<file path="src/rtl/core/pbrle_pkg.sv">
package pbrle_pkg;

    // default sizes of the coder
    localparam int MAX_SPAN_DEF      = 128;
    localparam int WORD_BYTES_DEF    = 8;
    localparam int LIT_RAM_DEPTH_DEF = 2 * MAX_SPAN_DEF;

    // fixed widths of the port fields and of the code fields
    localparam int BYTE_W    = 8;
    localparam int LEN_W     = 8;
    localparam int OUT_W     = 64;
    localparam int OUT_CNT_W = 4;

    // shortest run that is coded as a run
    localparam int MIN_RUN = 2;

    // run header is (257 - length) mod 256
    localparam logic [8:0] RUN_HDR_BASE = 9'd257;

    // depth of the code queue between front and back
    localparam int CMDQ_DEPTH = 4;

    typedef enum logic {
        CMD_RUN,
        CMD_LIT
    } t_cmd_kind;

    // one code to emit; a literal reads len bytes from bank of the literal ram,
    // then the inline tail byte if has_tail is set
    typedef struct packed {
        t_cmd_kind          kind;
        logic [BYTE_W-1:0]  data;
        logic [LEN_W-1:0]   len;
        logic               has_tail;
        logic               bank;
        logic               burst_end;
        logic               stream_end;
    } t_cmd;

    // back tells front that a literal bank has been read out
    typedef struct packed {
        logic valid;
        logic bank;
    } t_lit_release;

    typedef enum logic [2:0] {
        BK_IDLE,
        BK_HDR,
        BK_RUN,
        BK_LIT,
        BK_TAIL
    } t_back_state;

endpackage

</file>
<file path="src/rtl/core/packbits_rle_encoder_top.sv">
// packbits run-length encoder
//
// input channel: one raw byte per word (i_in_byte), i_in_last on the final
// byte of a stream; accepted when i_valid and o_ready are both high
// output channel: words of up to WORD_BYTES coded bytes, first byte in bits
// 7..0, lanes above o_out_count are zero; o_out_end marks the word holding the
// final coded byte of the stream; taken when o_valid and i_ready are high
// the coded bytes that one input word causes are packed on their own, so only
// the last output word of that group can be partial
// front: takes one byte per cycle; a byte that closes two codes holds o_ready
// low until the second code is pushed, and o_ready stays low while the code
// queue is full or the literal bank it would fill is still being read out by
// the back (two banks of MAX_SPAN bytes)
// back: one coded byte per cycle while the receiver keeps up; each code is
// first popped from the code queue in the idle state
// a code passes the code queue, sequencer, byte stage and output register
// reset (synchronous, active low) drops any partial stream and empties the
// queue; the literal ram needs no clearing
// a stalled receiver fills the output register, then the byte stage, then
// the code queue, and finally o_ready drops
module packbits_rle_encoder_top #(
    parameter int MAX_SPAN   = pbrle_pkg::MAX_SPAN_DEF,
    parameter int WORD_BYTES = pbrle_pkg::WORD_BYTES_DEF
) (
    input  logic                            i_clk,
    input  logic                            i_rst_n,
    input  logic                            i_valid,
    output logic                            o_ready,
    input  logic [pbrle_pkg::BYTE_W-1:0]    i_in_byte,
    input  logic                            i_in_last,
    output logic                            o_valid,
    input  logic                            i_ready,
    output logic [pbrle_pkg::OUT_W-1:0]     o_out_word,
    output logic [pbrle_pkg::OUT_CNT_W-1:0] o_out_count,
    output logic                            o_out_end
);

    import pbrle_pkg::*;

    // two literal banks side by side in one ram
    localparam int ADDR_W    = $clog2(MAX_SPAN) + 1;
    localparam int RAM_DEPTH = 2 ** ADDR_W;

    // front to queue
    logic q_push, q_full, q_pop, q_empty;
    t_cmd push_cmd, head_cmd;

    // literal ram
    logic              wr_en, rd_en;
    logic [ADDR_W-1:0] wr_addr, rd_addr;
    logic [BYTE_W-1:0] wr_data, rd_data;

    // back frees a bank once its last byte is read
    t_lit_release release_s;

    pbrle_front #(
        .MAX_SPAN(MAX_SPAN)
    ) u_front (
        .i_clk      (i_clk),
        .i_rst_n    (i_rst_n),
        .i_valid    (i_valid),
        .o_ready    (o_ready),
        .i_in_byte  (i_in_byte),
        .i_in_last  (i_in_last),
        .o_push     (q_push),
        .o_push_cmd (push_cmd),
        .i_q_full   (q_full),
        .o_wr_en    (wr_en),
        .o_wr_addr  (wr_addr),
        .o_wr_data  (wr_data),
        .i_release  (release_s)
    );

    pbrle_ram #(
        .WIDTH(BYTE_W),
        .DEPTH(RAM_DEPTH)
    ) u_lit_ram (
        .i_clk     (i_clk),
        .i_wr_en   (wr_en),
        .i_wr_addr (wr_addr),
        .i_wr_data (wr_data),
        .i_rd_en   (rd_en),
        .i_rd_addr (rd_addr),
        .o_rd_data (rd_data)
    );

    pbrle_cmd_fifo u_cmd_fifo (
        .i_clk   (i_clk),
        .i_rst_n (i_rst_n),
        .i_push  (q_push),
        .i_cmd   (push_cmd),
        .o_full  (q_full),
        .i_pop   (q_pop),
        .o_empty (q_empty),
        .o_cmd   (head_cmd)
    );

    pbrle_back #(
        .MAX_SPAN   (MAX_SPAN),
        .WORD_BYTES (WORD_BYTES)
    ) u_back (
        .i_clk       (i_clk),
        .i_rst_n     (i_rst_n),
        .i_q_empty   (q_empty),
        .i_q_cmd     (head_cmd),
        .o_q_pop     (q_pop),
        .o_rd_en     (rd_en),
        .o_rd_addr   (rd_addr),
        .i_rd_data   (rd_data),
        .o_release   (release_s),
        .o_valid     (o_valid),
        .i_ready     (i_ready),
        .o_out_word  (o_out_word),
        .o_out_count (o_out_count),
        .o_out_end   (o_out_end)
    );

endmodule

</file>
<file path="src/rtl/core/pbrle_ram.sv">
module pbrle_ram #(
    parameter int WIDTH = pbrle_pkg::BYTE_W,
    parameter int DEPTH = pbrle_pkg::LIT_RAM_DEPTH_DEF
) (
    input  logic                     i_clk,
    input  logic                     i_wr_en,
    input  logic [$clog2(DEPTH)-1:0] i_wr_addr,
    input  logic [WIDTH-1:0]         i_wr_data,
    input  logic                     i_rd_en,
    input  logic [$clog2(DEPTH)-1:0] i_rd_addr,
    output logic [WIDTH-1:0]         o_rd_data
);

    logic [WIDTH-1:0] r_mem [DEPTH];
    logic [WIDTH-1:0] r_rd_data;

    always_ff @(posedge i_clk) begin
        if (i_wr_en) begin
            r_mem[i_wr_addr] <= i_wr_data;
        end
        if (i_rd_en) begin
            r_rd_data <= r_mem[i_rd_addr];
        end
    end

    assign o_rd_data = r_rd_data;

endmodule

</file>
<file path="src/rtl/core/pbrle_front.sv">
module pbrle_front #(
    parameter int MAX_SPAN = pbrle_pkg::MAX_SPAN_DEF
) (
    input  logic                           i_clk,
    input  logic                           i_rst_n,
    input  logic                           i_valid,
    output logic                           o_ready,
    input  logic [pbrle_pkg::BYTE_W-1:0]   i_in_byte,
    input  logic                           i_in_last,
    output logic                           o_push,
    output pbrle_pkg::t_cmd                o_push_cmd,
    input  logic                           i_q_full,
    output logic                           o_wr_en,
    output logic [$clog2(MAX_SPAN):0]      o_wr_addr,
    output logic [pbrle_pkg::BYTE_W-1:0]   o_wr_data,
    input  pbrle_pkg::t_lit_release        i_release
);

    import pbrle_pkg::*;

    localparam int IDX_W = $clog2(MAX_SPAN);
    localparam int CNT_W = $clog2(MAX_SPAN + 1);

    function automatic t_cmd f_run_cmd(input logic [LEN_W-1:0] len,
                                       input logic [BYTE_W-1:0] data);
        t_cmd c;
        c      = '0;
        c.kind = CMD_RUN;
        c.len  = len;
        c.data = data;
        return c;
    endfunction

    function automatic t_cmd f_lit_cmd(input logic bank, input logic [LEN_W-1:0] len,
                                       input logic has_tail, input logic [BYTE_W-1:0] data);
        t_cmd c;
        c          = '0;
        c.kind     = CMD_LIT;
        c.bank     = bank;
        c.len      = len;
        c.has_tail = has_tail;
        c.data     = data;
        return c;
    endfunction

    logic [BYTE_W-1:0] r_held, n_held;
    logic              r_held_v, n_held_v;
    logic [CNT_W-1:0]  r_run, n_run;
    logic [CNT_W-1:0]  r_lit, n_lit;
    logic              r_bank, n_bank;
    logic [1:0]        r_busy, n_busy;
    logic              r_pend_v;
    t_cmd              r_pend;

    logic accept;
    logic set_busy;
    logic cmd_a_v, cmd_b_v;
    t_cmd cmd_a, cmd_b, flush_cmd;

    assign o_ready = !r_pend_v && !i_q_full && !r_busy[r_bank];
    assign accept  = i_valid && o_ready;

    always_comb begin
        n_held    = r_held;
        n_held_v  = r_held_v;
        n_run     = r_run;
        n_lit     = r_lit;
        n_bank    = r_bank;
        cmd_a     = '0;
        cmd_b     = '0;
        cmd_a_v   = 1'b0;
        cmd_b_v   = 1'b0;
        flush_cmd = '0;
        set_busy  = 1'b0;
        o_wr_en   = 1'b0;
        o_wr_addr = {r_bank, r_lit[IDX_W-1:0]};
        o_wr_data = r_held;
        if (accept) begin
            if (!r_held_v) begin
                n_held   = i_in_byte;
                n_held_v = 1'b1;
            end else if (r_run != '0) begin
                if (i_in_byte == r_held && r_run < CNT_W'(MAX_SPAN)) begin
                    n_run = CNT_W'(r_run + 1'b1);
                end else begin
                    cmd_a   = f_run_cmd(LEN_W'(r_run), r_held);
                    cmd_a_v = 1'b1;
                    n_run   = '0;
                    n_held  = i_in_byte;
                end
            end else if (i_in_byte == r_held) begin
                // two equal bytes close the literal and open a run
                if (r_lit != '0) begin
                    cmd_a    = f_lit_cmd(r_bank, LEN_W'(r_lit), 1'b0, '0);
                    cmd_a_v  = 1'b1;
                    set_busy = 1'b1;
                    n_bank   = ~r_bank;
                    n_lit    = '0;
                end
                n_run = CNT_W'(MIN_RUN);
            end else begin
                o_wr_en = 1'b1;
                if (r_lit == CNT_W'(MAX_SPAN - 1)) begin
                    cmd_a    = f_lit_cmd(r_bank, LEN_W'(MAX_SPAN), 1'b0, '0);
                    cmd_a_v  = 1'b1;
                    set_busy = 1'b1;
                    n_bank   = ~r_bank;
                    n_lit    = '0;
                end else begin
                    n_lit = CNT_W'(r_lit + 1'b1);
                end
                n_held = i_in_byte;
            end

            if (i_in_last) begin
                // flush: closes an open run, else the held byte goes inline as the literal tail
                if (n_run != '0) begin
                    flush_cmd = f_run_cmd(LEN_W'(n_run), n_held);
                end else begin
                    flush_cmd = f_lit_cmd(n_bank, LEN_W'(n_lit), 1'b1, n_held);
                    if (n_lit != '0) begin
                        set_busy = 1'b1;
                        n_bank   = ~n_bank;
                    end
                end
                flush_cmd.stream_end = 1'b1;
                if (cmd_a_v) begin
                    cmd_b   = flush_cmd;
                    cmd_b_v = 1'b1;
                end else begin
                    cmd_a   = flush_cmd;
                    cmd_a_v = 1'b1;
                end
                n_held   = '0;
                n_held_v = 1'b0;
                n_run    = '0;
                n_lit    = '0;
            end

            if (cmd_b_v) begin
                cmd_b.burst_end = 1'b1;
            end else if (cmd_a_v) begin
                cmd_a.burst_end = 1'b1;
            end
        end
    end

    always_comb begin
        n_busy = r_busy;
        if (i_release.valid) begin
            n_busy[i_release.bank] = 1'b0;
        end
        if (set_busy) begin
            n_busy[r_bank] = 1'b1;
        end
    end

    assign o_push     = r_pend_v ? !i_q_full : (accept && cmd_a_v);
    assign o_push_cmd = r_pend_v ? r_pend : cmd_a;

    always_ff @(posedge i_clk) begin
        if (!i_rst_n) begin
            r_held   <= '0;
            r_held_v <= 1'b0;
            r_run    <= '0;
            r_lit    <= '0;
            r_bank   <= 1'b0;
            r_busy   <= '0;
            r_pend_v <= 1'b0;
        end else begin
            r_held   <= n_held;
            r_held_v <= n_held_v;
            r_run    <= n_run;
            r_lit    <= n_lit;
            r_bank   <= n_bank;
            r_busy   <= n_busy;
            if (r_pend_v && !i_q_full) begin
                r_pend_v <= 1'b0;
            end
            if (accept && cmd_b_v) begin
                r_pend_v <= 1'b1;
            end
        end
    end

    always_ff @(posedge i_clk) begin
        if (accept && cmd_b_v) begin
            r_pend <= cmd_b;
        end
    end

endmodule

</file>
<file path="src/rtl/core/pbrle_cmd_fifo.sv">
module pbrle_cmd_fifo (
    input  logic            i_clk,
    input  logic            i_rst_n,
    input  logic            i_push,
    input  pbrle_pkg::t_cmd i_cmd,
    output logic            o_full,
    input  logic            i_pop,
    output logic            o_empty,
    output pbrle_pkg::t_cmd o_cmd
);

    import pbrle_pkg::*;

    localparam int PTR_W = $clog2(CMDQ_DEPTH);
    localparam int CNT_W = $clog2(CMDQ_DEPTH + 1);

    t_cmd             r_mem [CMDQ_DEPTH];
    logic [PTR_W-1:0] r_wp;
    logic [PTR_W-1:0] r_rp;
    logic [CNT_W-1:0] r_cnt;

    logic do_push, do_pop;

    assign o_full  = (r_cnt == CNT_W'(CMDQ_DEPTH));
    assign o_empty = (r_cnt == '0);
    assign o_cmd   = r_mem[r_rp];
    assign do_push = i_push && !o_full;
    assign do_pop  = i_pop && !o_empty;

    always_ff @(posedge i_clk) begin
        if (!i_rst_n) begin
            r_wp  <= '0;
            r_rp  <= '0;
            r_cnt <= '0;
        end else begin
            if (do_push) begin
                r_wp <= PTR_W'(r_wp + 1'b1);
            end
            if (do_pop) begin
                r_rp <= PTR_W'(r_rp + 1'b1);
            end
            if (do_push && !do_pop) begin
                r_cnt <= CNT_W'(r_cnt + 1'b1);
            end else if (do_pop && !do_push) begin
                r_cnt <= CNT_W'(r_cnt - 1'b1);
            end
        end
    end

    always_ff @(posedge i_clk) begin
        if (do_push) begin
            r_mem[r_wp] <= i_cmd;
        end
    end

endmodule

</file>
<file path="src/rtl/core/pbrle_back.sv">
module pbrle_back #(
    parameter int MAX_SPAN   = pbrle_pkg::MAX_SPAN_DEF,
    parameter int WORD_BYTES = pbrle_pkg::WORD_BYTES_DEF
) (
    input  logic                            i_clk,
    input  logic                            i_rst_n,
    input  logic                            i_q_empty,
    input  pbrle_pkg::t_cmd                 i_q_cmd,
    output logic                            o_q_pop,
    output logic                            o_rd_en,
    output logic [$clog2(MAX_SPAN):0]       o_rd_addr,
    input  logic [pbrle_pkg::BYTE_W-1:0]    i_rd_data,
    output pbrle_pkg::t_lit_release         o_release,
    output logic                            o_valid,
    input  logic                            i_ready,
    output logic [pbrle_pkg::OUT_W-1:0]     o_out_word,
    output logic [pbrle_pkg::OUT_CNT_W-1:0] o_out_count,
    output logic                            o_out_end
);

    import pbrle_pkg::*;

    localparam int IDX_W = $clog2(MAX_SPAN);
    localparam int CNT_W = $clog2(MAX_SPAN + 1);
    localparam int PK_W  = $clog2(WORD_BYTES + 1);
    localparam int ACC_W = WORD_BYTES * BYTE_W;

    function automatic logic [BYTE_W-1:0] f_header(input t_cmd c);
        if (c.kind == CMD_RUN) begin
            return BYTE_W'(RUN_HDR_BASE - 9'(c.len));
        end
        return BYTE_W'(c.len + LEN_W'(c.has_tail) - LEN_W'(1));
    endfunction

    // sequencer
    t_back_state      r_state, n_state;
    t_cmd             r_cmd, n_cmd;
    logic [CNT_W-1:0] r_idx, n_idx;

    logic              em_v, em_ram, em_last;
    logic [BYTE_W-1:0] em_byte;
    logic              lit_end;
    logic              advance;

    // byte stage, data from the ram arrives here
    logic              r_s1_v, r_s1_ram, r_s1_bend, r_s1_send;
    logic [BYTE_W-1:0] r_s1_byte;

    // word packer and output register
    logic [ACC_W-1:0]     r_acc, n_acc, merged;
    logic [PK_W-1:0]      r_pk_cnt, n_pk_cnt;
    logic                 r_o_v, n_o_v;
    logic [OUT_W-1:0]     r_o_word, n_o_word;
    logic [OUT_CNT_W-1:0] r_o_count, n_o_count;
    logic                 r_o_end, n_o_end;

    logic [BYTE_W-1:0] s1_data;
    logic              completes, out_free, pk_take;

    assign lit_end = (CNT_W'(r_idx + 1'b1) == r_cmd.len[CNT_W-1:0]);
    assign advance = !r_s1_v || pk_take;

    always_comb begin
        n_state   = r_state;
        n_cmd     = r_cmd;
        n_idx     = r_idx;
        o_q_pop   = 1'b0;
        o_rd_en   = 1'b0;
        o_rd_addr = {r_cmd.bank, r_idx[IDX_W-1:0]};
        o_release = '0;
        em_v      = 1'b0;
        em_ram    = 1'b0;
        em_last   = 1'b0;
        em_byte   = r_cmd.data;
        unique case (r_state) inside
            BK_IDLE: begin
                if (!i_q_empty) begin
                    o_q_pop = 1'b1;
                    n_cmd   = i_q_cmd;
                    n_idx   = '0;
                    n_state = BK_HDR;
                end
            end
            BK_HDR: begin
                em_v    = 1'b1;
                em_byte = f_header(r_cmd);
                if (advance) begin
                    if (r_cmd.kind == CMD_RUN) begin
                        n_state = BK_RUN;
                    end else if (r_cmd.len != '0) begin
                        n_state = BK_LIT;
                    end else begin
                        n_state = BK_TAIL;
                    end
                end
            end
            BK_RUN, BK_TAIL: begin
                em_v    = 1'b1;
                em_last = 1'b1;
                if (advance) begin
                    n_state = BK_IDLE;
                end
            end
            BK_LIT: begin
                em_v    = 1'b1;
                em_ram  = 1'b1;
                em_last = lit_end && !r_cmd.has_tail;
                if (advance) begin
                    o_rd_en = 1'b1;
                    if (lit_end) begin
                        o_release.valid = 1'b1;
                        o_release.bank  = r_cmd.bank;
                        n_state         = r_cmd.has_tail ? BK_TAIL : BK_IDLE;
                    end else begin
                        n_idx = CNT_W'(r_idx + 1'b1);
                    end
                end
            end
            default: begin
                n_state = BK_IDLE;
            end
        endcase
    end

    assign s1_data   = r_s1_ram ? i_rd_data : r_s1_byte;
    assign completes = (r_pk_cnt == PK_W'(WORD_BYTES - 1)) || r_s1_bend;
    assign out_free  = !r_o_v || i_ready;
    assign pk_take   = r_s1_v && (!completes || out_free);

    always_comb begin
        merged = r_acc;
        for (int k = 0; k < WORD_BYTES; k++) begin
            if (PK_W'(k) == r_pk_cnt) begin
                merged[k*BYTE_W +: BYTE_W] = s1_data;
            end
        end
    end

    always_comb begin
        n_acc     = r_acc;
        n_pk_cnt  = r_pk_cnt;
        n_o_v     = r_o_v && !i_ready;
        n_o_word  = r_o_word;
        n_o_count = r_o_count;
        n_o_end   = r_o_end;
        if (pk_take) begin
            if (completes) begin
                n_acc     = '0;
                n_pk_cnt  = '0;
                n_o_v     = 1'b1;
                n_o_word  = OUT_W'(merged);
                n_o_count = OUT_CNT_W'(r_pk_cnt) + OUT_CNT_W'(1);
                n_o_end   = r_s1_send;
            end else begin
                n_acc    = merged;
                n_pk_cnt = PK_W'(r_pk_cnt + 1'b1);
            end
        end
    end

    always_ff @(posedge i_clk) begin
        if (!i_rst_n) begin
            r_state  <= BK_IDLE;
            r_s1_v   <= 1'b0;
            r_acc    <= '0;
            r_pk_cnt <= '0;
            r_o_v    <= 1'b0;
        end else begin
            r_state  <= n_state;
            if (advance) begin
                r_s1_v <= em_v;
            end
            r_acc    <= n_acc;
            r_pk_cnt <= n_pk_cnt;
            r_o_v    <= n_o_v;
        end
    end

    always_ff @(posedge i_clk) begin
        r_cmd     <= n_cmd;
        r_idx     <= n_idx;
        r_o_word  <= n_o_word;
        r_o_count <= n_o_count;
        r_o_end   <= n_o_end;
        if (advance) begin
            r_s1_ram  <= em_ram;
            r_s1_byte <= em_byte;
            r_s1_bend <= em_last && r_cmd.burst_end;
            r_s1_send <= em_last && r_cmd.stream_end;
        end
    end

    assign o_valid     = r_o_v;
    assign o_out_word  = r_o_word;
    assign o_out_count = r_o_count;
    assign o_out_end   = r_o_end;

endmodule

</file>
<file path="config.mk">
export PLATFORM = sky130hd
export DESIGN_NAME = packbits_rle_encoder_top
export DESIGN_NICKNAME = d
export VERILOG_FILES = /design/src/rtl/core/pbrle_pkg.sv /design/src/rtl/core/packbits_rle_encoder_top.sv /design/src/rtl/core/pbrle_ram.sv /design/src/rtl/core/pbrle_front.sv /design/src/rtl/core/pbrle_cmd_fifo.sv /design/src/rtl/core/pbrle_back.sv
export SDC_FILE = /design/constraint.sdc
export NUM_CORES = 2
export LEC_CHECK = 0
export BUFFER_PORTS_ARGS = -buffer_cell sky130_fd_sc_hd__clkbuf_2
export CORE_ASPECT_RATIO = 1.75
export CORE_UTILIZATION = 50
export CTS_CLUSTER_DIAMETER = 40
export DETAILED_ROUTE_END_ITERATION = 7
export HOLD_SLACK_MARGIN = 0.1
export MAX_ROUTING_LAYER = met4
export PLACE_DENSITY = 0.68
export SYNTH_ARGS = -nofsm -noshare
export SYNTH_HDL_FRONTEND = slang
export SYNTH_SLANG_ARGS = --single-unit
</file>
<file path="constraint.sdc">
create_clock -name i_clk -period 6.9 [get_ports i_clk]
set_input_delay 0.69 -clock i_clk [delete_from_list [all_inputs] [get_ports i_clk]]
set_output_delay 0.69 -clock i_clk [all_outputs]
set_load 0.02 [all_outputs]
</file>
# After elaboration in Yosys (flattened, before gate mapping)
# Memory sizes are Yosys's and may differ from the RTL's. A register that Yosys moved wholly into a read port is not among the register bits.
# Index checks and enable logic that the tools add are counted.
# totals
mem_bits_rw	2132
register_bits	218
n_memories	2
out_inout_bits	71
input_bits	13
# memory_table
memory	words	word_bits	rd	rd_clocked_by_memory_dff	write_ports	line	text
u_lit_ram.r_mem	256	8	1	1	1	pbrle_ram.sv:14	logic [WIDTH-1:0] r_mem [DEPTH];
u_cmd_fifo.r_mem	4	21	1	1	1	pbrle_cmd_fifo.sv:17	t_cmd r_mem [CMDQ_DEPTH];
# classes
magnitude_cmp	5
bitwise_logic	6
n_eq_ne	22
addsub	11
n_reduce_logical	52
muxes	126
# ops
op	n
$mux 8	33
$mux 21	10
$mux 64	1
$mux 1	58
$reduce_bool 8->1	5
$mux 3	10
$add 8x1->8 const B	3
$mux 20	1
$logic_and 1x1->1	18
$eq 3x4->1 const A	4
$eq 8x8->1	2
$pmux 8 s2	1
$mux 2	7
$pmux 3 s4	1
$logic_not 1->1	11
$add 8x1->8	1
$eq 2x4->1 const A	2
$eq 8x7->1 const B	1
$lt 8x8->1 const B	1
$ne 2x1->1 const B	4
$sub 1x8->8 const A	1
$sub 8x1->8 const B	1
$eq 3x2->1 const B	2
$eq 3x3->1 const B	2
27 further kinds	42

# Depth between registers and ports, before layout
# logic_depth
ltp_word	17
depth_mapped	17
mapped_depth_nobuf	16

# By module
# Synthesis repeated with hierarchy kept, for this count alone.
# hier_totals
cells_unflattened	4992
area_unflattened_um2	94187.8
# modules_own_cells
mod	cells_per_inst	n_inst	area_each_um2	seq_area_each_um2
pbrle_ram	3733	1	79636.4	61739.2
pbrle_back	668	1	7462.2	4734.5
pbrle_front	434	1	3572.2	1181.1
pbrle_cmd_fifo	157	1	3517.1	2702.6

# Worst setup path after synthesis
# No wires, ideal clock.
# synth_timing
path_type	flip-flop to flip-flop
from	register u_front.r_held[4], in the netlist u_front.o_wr_data[4]
to	register u_cmd_fifo.r_cnt[2]
stages_incl_launch_ff	16
n_path_buf	1
arrival_ns	6.478
setup_slack_ns	0.346
synth_period_minus_slack_ns	6.554
setup_time_ns	0.076
cell_sequence	dfxtp_1 > xnor2_1 > and4_1 > clkbuf_1 > a22oi_2 > a221oi_4 > ha_1 > nor2_1 > nor2_1 > a21oi_1 > ha_1 > inv_1 > fa_1 > xor2_1 > or3_1 > a21boi_0
# synth_via
elab_chain_cells	15
elab_cells_between_ends	18
# synth_lines
element	line	text
from (decl)	pbrle_front.sv:46	logic [BYTE_W-1:0] r_held, n_held;
from (signal assigned)	pbrle_front.sv:171	r_held <= n_held;
$eq 8x8->1 *	pbrle_front.sv:83, pbrle_front.sv:91	
$logic_and 1x1->1	pbrle_front.sv:83	if (i_in_byte == r_held && r_run < CNT_W'(MAX_SPAN)) begin
$mux 1	pbrle_front.sv:83	
$mux 1 *	pbrle_front.sv:82	end else if (r_run != '0) begin
$mux 1 *	pbrle_front.sv:79	if (!r_held_v) begin
$mux 1 *	pbrle_front.sv:78	if (accept) begin
$mux 1 *	pbrle_front.sv:115	if (i_in_last) begin
$mux 1 * (2 in a row)	pbrle_front.sv:78	
$logic_and 1x1->1 *	pbrle_front.sv:158	assign o_push = r_pend_v ? !i_q_full : (accept && cmd_a_v);
$mux 1 *	pbrle_front.sv:158	
$logic_and 1x1->1 *	pbrle_cmd_fifo.sv:27	assign do_push = i_push && !o_full;
named net u_cmd_fifo.do_push	pbrle_cmd_fifo.sv:22	logic do_push, do_pop;
$logic_not 1->1	pbrle_cmd_fifo.sv:44	end else if (do_pop && !do_push) begin
$logic_and 1x1->1	pbrle_cmd_fifo.sv:44	
$reduce_bool 2->1 (no source line)	-	
to (signal assigned)	pbrle_cmd_fifo.sv:43	r_cnt <= CNT_W'(r_cnt + 1'b1);
to (signal assigned)	pbrle_cmd_fifo.sv:45	r_cnt <= CNT_W'(r_cnt - 1'b1);
to (decl)	pbrle_cmd_fifo.sv:20	logic [CNT_W-1:0] r_cnt;
# Mark *: on every way through the listed nets, which the timed path passes. The rest lies on a longest branch. The select of a mux whose other input is x is not followed.
# A chain may end at the register's enable or synchronous reset.

# Worst setup path in the final report
# layout_timing
from	register u_front.r_run[0]
to	memory u_lit_ram.r_mem[0][5] (netlist name) (enable)
# layout_via
elab_chain_cells	6
# layout_lines
element	line	text
from (decl)	pbrle_front.sv:48	logic [CNT_W-1:0] r_run, n_run;
from (signal assigned)	pbrle_front.sv:173	r_run <= n_run;
$reduce_bool 8->1	pbrle_front.sv:82	
$mux 1	pbrle_front.sv:82	
$mux 1	pbrle_front.sv:79	
$mux 1	pbrle_front.sv:78	
$mux 1	pbrle_ram.sv:18	if (i_wr_en) begin
$mux 1 (not written as such)	pbrle_ram.sv:19	r_mem[i_wr_addr] <= i_wr_data;
to (decl)	pbrle_ram.sv:14	
# Every way passes these cells.

==> results.tsv <==
stage	metric	value	unit
timing	rsz0062_at_grt	no	
floorplanning	rows	209	
yosys	synth_area	0.0932	sq mm
timing	whs	0.226	ns
worst_setup_path	reg2reg_to	u_lit_ram.r_mem[0][5]$_DFFE_PP_	
clock_tree	cts_tree	built	
placement	dpl.hpwl	141	mm
yosys	seq_area_frac_synth	0.755	
timing	fmax	0.196	GHz
routing	route.detailed.drc	52	
run_status	status	finished, violations left	
worst_setup_path	rrSetupSlack	1.80	ns
global_routing	grt_start_max_net_pins	172	
worst_setup_path	worst-setup-path-type	register to register	
floorplanning	die_y	573	um
floorplanning	io_pins	84	
yosys	synth_nets	4545	
yosys	yosysMostFrequentCell	edfxtp_1	
clock_tree	cts_hold_buffers	0	
pwr	p_per_area	366	mW/mm^2
worst_setup_path	reg2reg_depth	9	
timing	worstMarginPinSlew	1.25	ns
yosys	synth_cell_types	78	
finish	area_growth	10.7	%
run_status	violations	design-rule violations	
pwr	seq_power_share	0.438	
pwr	p_sw	10700	uW
finish	drive_gt1_frac	0.249	
yosys	synthSimpleGateAreaFrac	0.0348	
yosys	async_flop_share	0	
routing	drt_iter0_drc	4855	
worst_setup_path	crit_path_start_kind	register	
yosys	yosys.area.top_type	edfxtp_1	
yosys	synth_cells	4507	
routing	wirelength	227	mm
timing	drv_slew	0	
timing	finalCritPeriodShare	0.739	
pwr	clockPowerShare	0.306	
routing	vias_per_cell	6.24	
global_routing	overflow	0	
yosys	synth_fa_ha_area_frac	0.00344	
hold_path	hold_end	u_front.r_pend[18]$_SDFFCE_PN0P_	
clock_tree	clock_sinks	2378	
timing	clock_skew	0.0423	ns
yosys	synth_compound_area_frac	0.0267	
worst_setup_path	reg2reg_from	u_front.r_run[0]$_SDFFE_PN0N_	
timing	post-route-min-period	5.10	ns
yosys	synth_area_leaders	edfxtp_1 (73%), mux4_2 (16%), dfxtp_1 (2.3%)	
yosys	synthMuxAreaShare	0.162	
pwr	p_leak	0.0321	uW
routing	vias	45000	
yosys	netlist.area_leader.share	0.731	
global_routing	grt_pass1_vias	46100	
worst_setup_path	cp-end-kind	register	
placement	portBuffers	83	
global_routing	grtUsageTotal	0.249	
clock_tree	path_clk_slew	0.07	ns
yosys	synth_top_family_by_area	multiplexers	
worst_setup_path	crit_fanout	16	
yosys	synth_area_per_cell	20.7	sq um
floorplanning	core-area	0.185	sq mm
timing	maxSlewHeadroom	0.146	
clock_tree	clockRootBuffer	clkbuf_16	
pwr	intPower	27000	uW
worst_setup_path	worst-endpoint-required	7.36	ns
hold_path	hp-class	input pin to register	
hold_path	holdCritStartpoint	i_in_byte[6]	
yosys	synth_xor_area_frac	0.00482	
clock_tree	numCtsBuffers	206	
clock_tree	clockBufferDepth	4	
floorplanning	die_area	0.188	sq mm
clock_tree	h-tree-depth	4	
yosys	yosysWarnings	0	
timing	hold_viol	0	
routing	routedWlPerCell	31.4	um
clock_tree	postCtsResizedCells	0	
pwr	combPwrFrac	0.256	
yosys	ys_ff_latch	2378	
routing	antenna_left	0	
flow_run	drv_cap	0	
finish	layout.nets	4656	
floorplanning	die_w	328	um
pwr	peakVddDrop	0.262	mV
routing	dr.pass1.iters	8	
yosys	ys.flop_type	edfxtp_1	
worst_setup_path	arrival	5.56	ns
yosys	synth_edf_count	2269	
clock_tree	post_cts_buffers	0	
pwr	p_sw_frac	0.283	
timing	finalSetupViolCount	0	
timing	fin_tns_setup	0	ns
clock_tree	clk_latency	0.85	ns
floorplanning	start_util	0.503	
global_routing	grt_pass1_wl	327	mm
placement	gp_congestion	0.938	
hold_path	min_path_cells	2	
yosys	synthTopCellsByCount	edfxtp_1 (2269), mux4_2 (661), nor2_1 (342)	
global_routing	antenna_found_initial	3	
-- area by class of cell --
type                       count  area (sq um)
clock inverter               119          1230
fill                       13600         82000
timing repair buffer         180          1310
sequential                  2378         70300
antenna                        7          17.5
inverter                      36           135
tap                         2426          3040
clock buffer                 247          5420
multi-input combinational   1816         21600
-- flip-flops by register name, summed over array words and instances, names as in the netlist, 20 cells and up --
signal,cells
u_cmd_fifo.r_mem,84
u_front.r_pend,20
u_back.r_acc,64
u_back.o_out_word,64
u_back.r_cmd,20
u_lit_ram.r_mem,2048
-- metal layers --
metal,GRT usage,up-vias,part of all wire
met5,-,-,0
met3,0.0279,534,0.057
li1,-,18800,-
met4,0.124,0,0.059
met2,0.435,1982,0.54
met1,0.283,23700,0.34
-- per-stage QoR --
step / std cells / instance area, sq um / utilization / worst slack, ns / power (uW)
6_report: 7209 / 103000 / 0.557 / 1.80 / 37700
5_1_grt: 7206 / 103000 / 0.557 / 1.73 / 38800
4_1_cts: 7202 / 103000 / 0.557 / 1.98 / 37900
3_5_place_dp: 6836 / 96400 / 0.521 / 1.99 / 26600
3_3_place_gp: 6836 / 96400 / 0.521 / 2.06 / 26500
2_1_floorplan: 4507 / 93200 / - / 0.346 / 23500
-- worst max path at each step --
stage | slack, ns | to | depth (start not counted) | startpoint
5_1_grt | 1.73 | u_lit_ram.r_mem[207][0]$_DFFE_PP_ | 7 | u_front.r_held_v$_SDFFE_PN0N_
3_3_place_gp | 2.06 | u_lit_ram.r_mem[198][1]$_DFFE_PP_ | 7 | u_front.r_run[7]$_SDFFE_PN0N_
6_report | 1.80 | u_lit_ram.r_mem[0][5]$_DFFE_PP_ | 9 | u_front.r_run[0]$_SDFFE_PN0N_
2_1_floorplan | 0.35 | u_cmd_fifo.r_cnt[2]$_SDFFE_PN0P_ | 15 | u_front.o_wr_data[4]$_SDFFE_PN0N_
3_5_place_dp | 1.99 | u_lit_ram.r_mem[192][2]$_DFFE_PP_ | 7 | u_front.o_wr_data[4]$_SDFFE_PN0N_
4_1_cts | 1.98 | u_lit_ram.r_mem[192][5]$_DFFE_PP_ | 7 | u_front.o_wr_data[4]$_SDFFE_PN0N_
-- cell usage in the layout, fill, tap and decap left out, types with 35 or more instances in the layout --
master,Yosys,final
clkbuf_2,0,82
dfxtp_1,109,101
inv_1,35,35
mux4_2,661,661
buf_4,4,84
a22oi_1,140,140
a21oi_1,97,97
clkbuf_16,0,210
nor2_1,342,339
nor2b_1,99,97
edfxtp_1,2269,2269
nand2_1,119,108
o21ai_0,67,67
-- worst max-delay path, cell delays in order (launching register included) --
cell and delay (ns):
dfxtp_1 0.42, inv_1 0.17, ha_1 0.19, nor2b_1 0.22, nand3_1 0.33, a21oi_1 0.51
nand2_1 0.28, nor3_1 0.85, nand2_1 0.90, nor2_1 0.84
-- power groups by stage --
stage               logic (uW)  clock network [uW]  registers (uW)
finish                    9660               11500           16500
global route             10100               12200           16500
CTS                       9750               11700           16500
detailed placement        9730                   0           16800
global placement          9670                   0           16800
floorplan                 6680                   0           16800
-- cells by family after synthesis --
group,count (synthesis)
muxes,677
DFF,2378
xor gates and xnor gates,43
adders and majority gates,25
and+or+nand+nor,700
AOI/OAI and AO/OA,371
buffers and inverters,313
(Power assumes the default switching activity.)
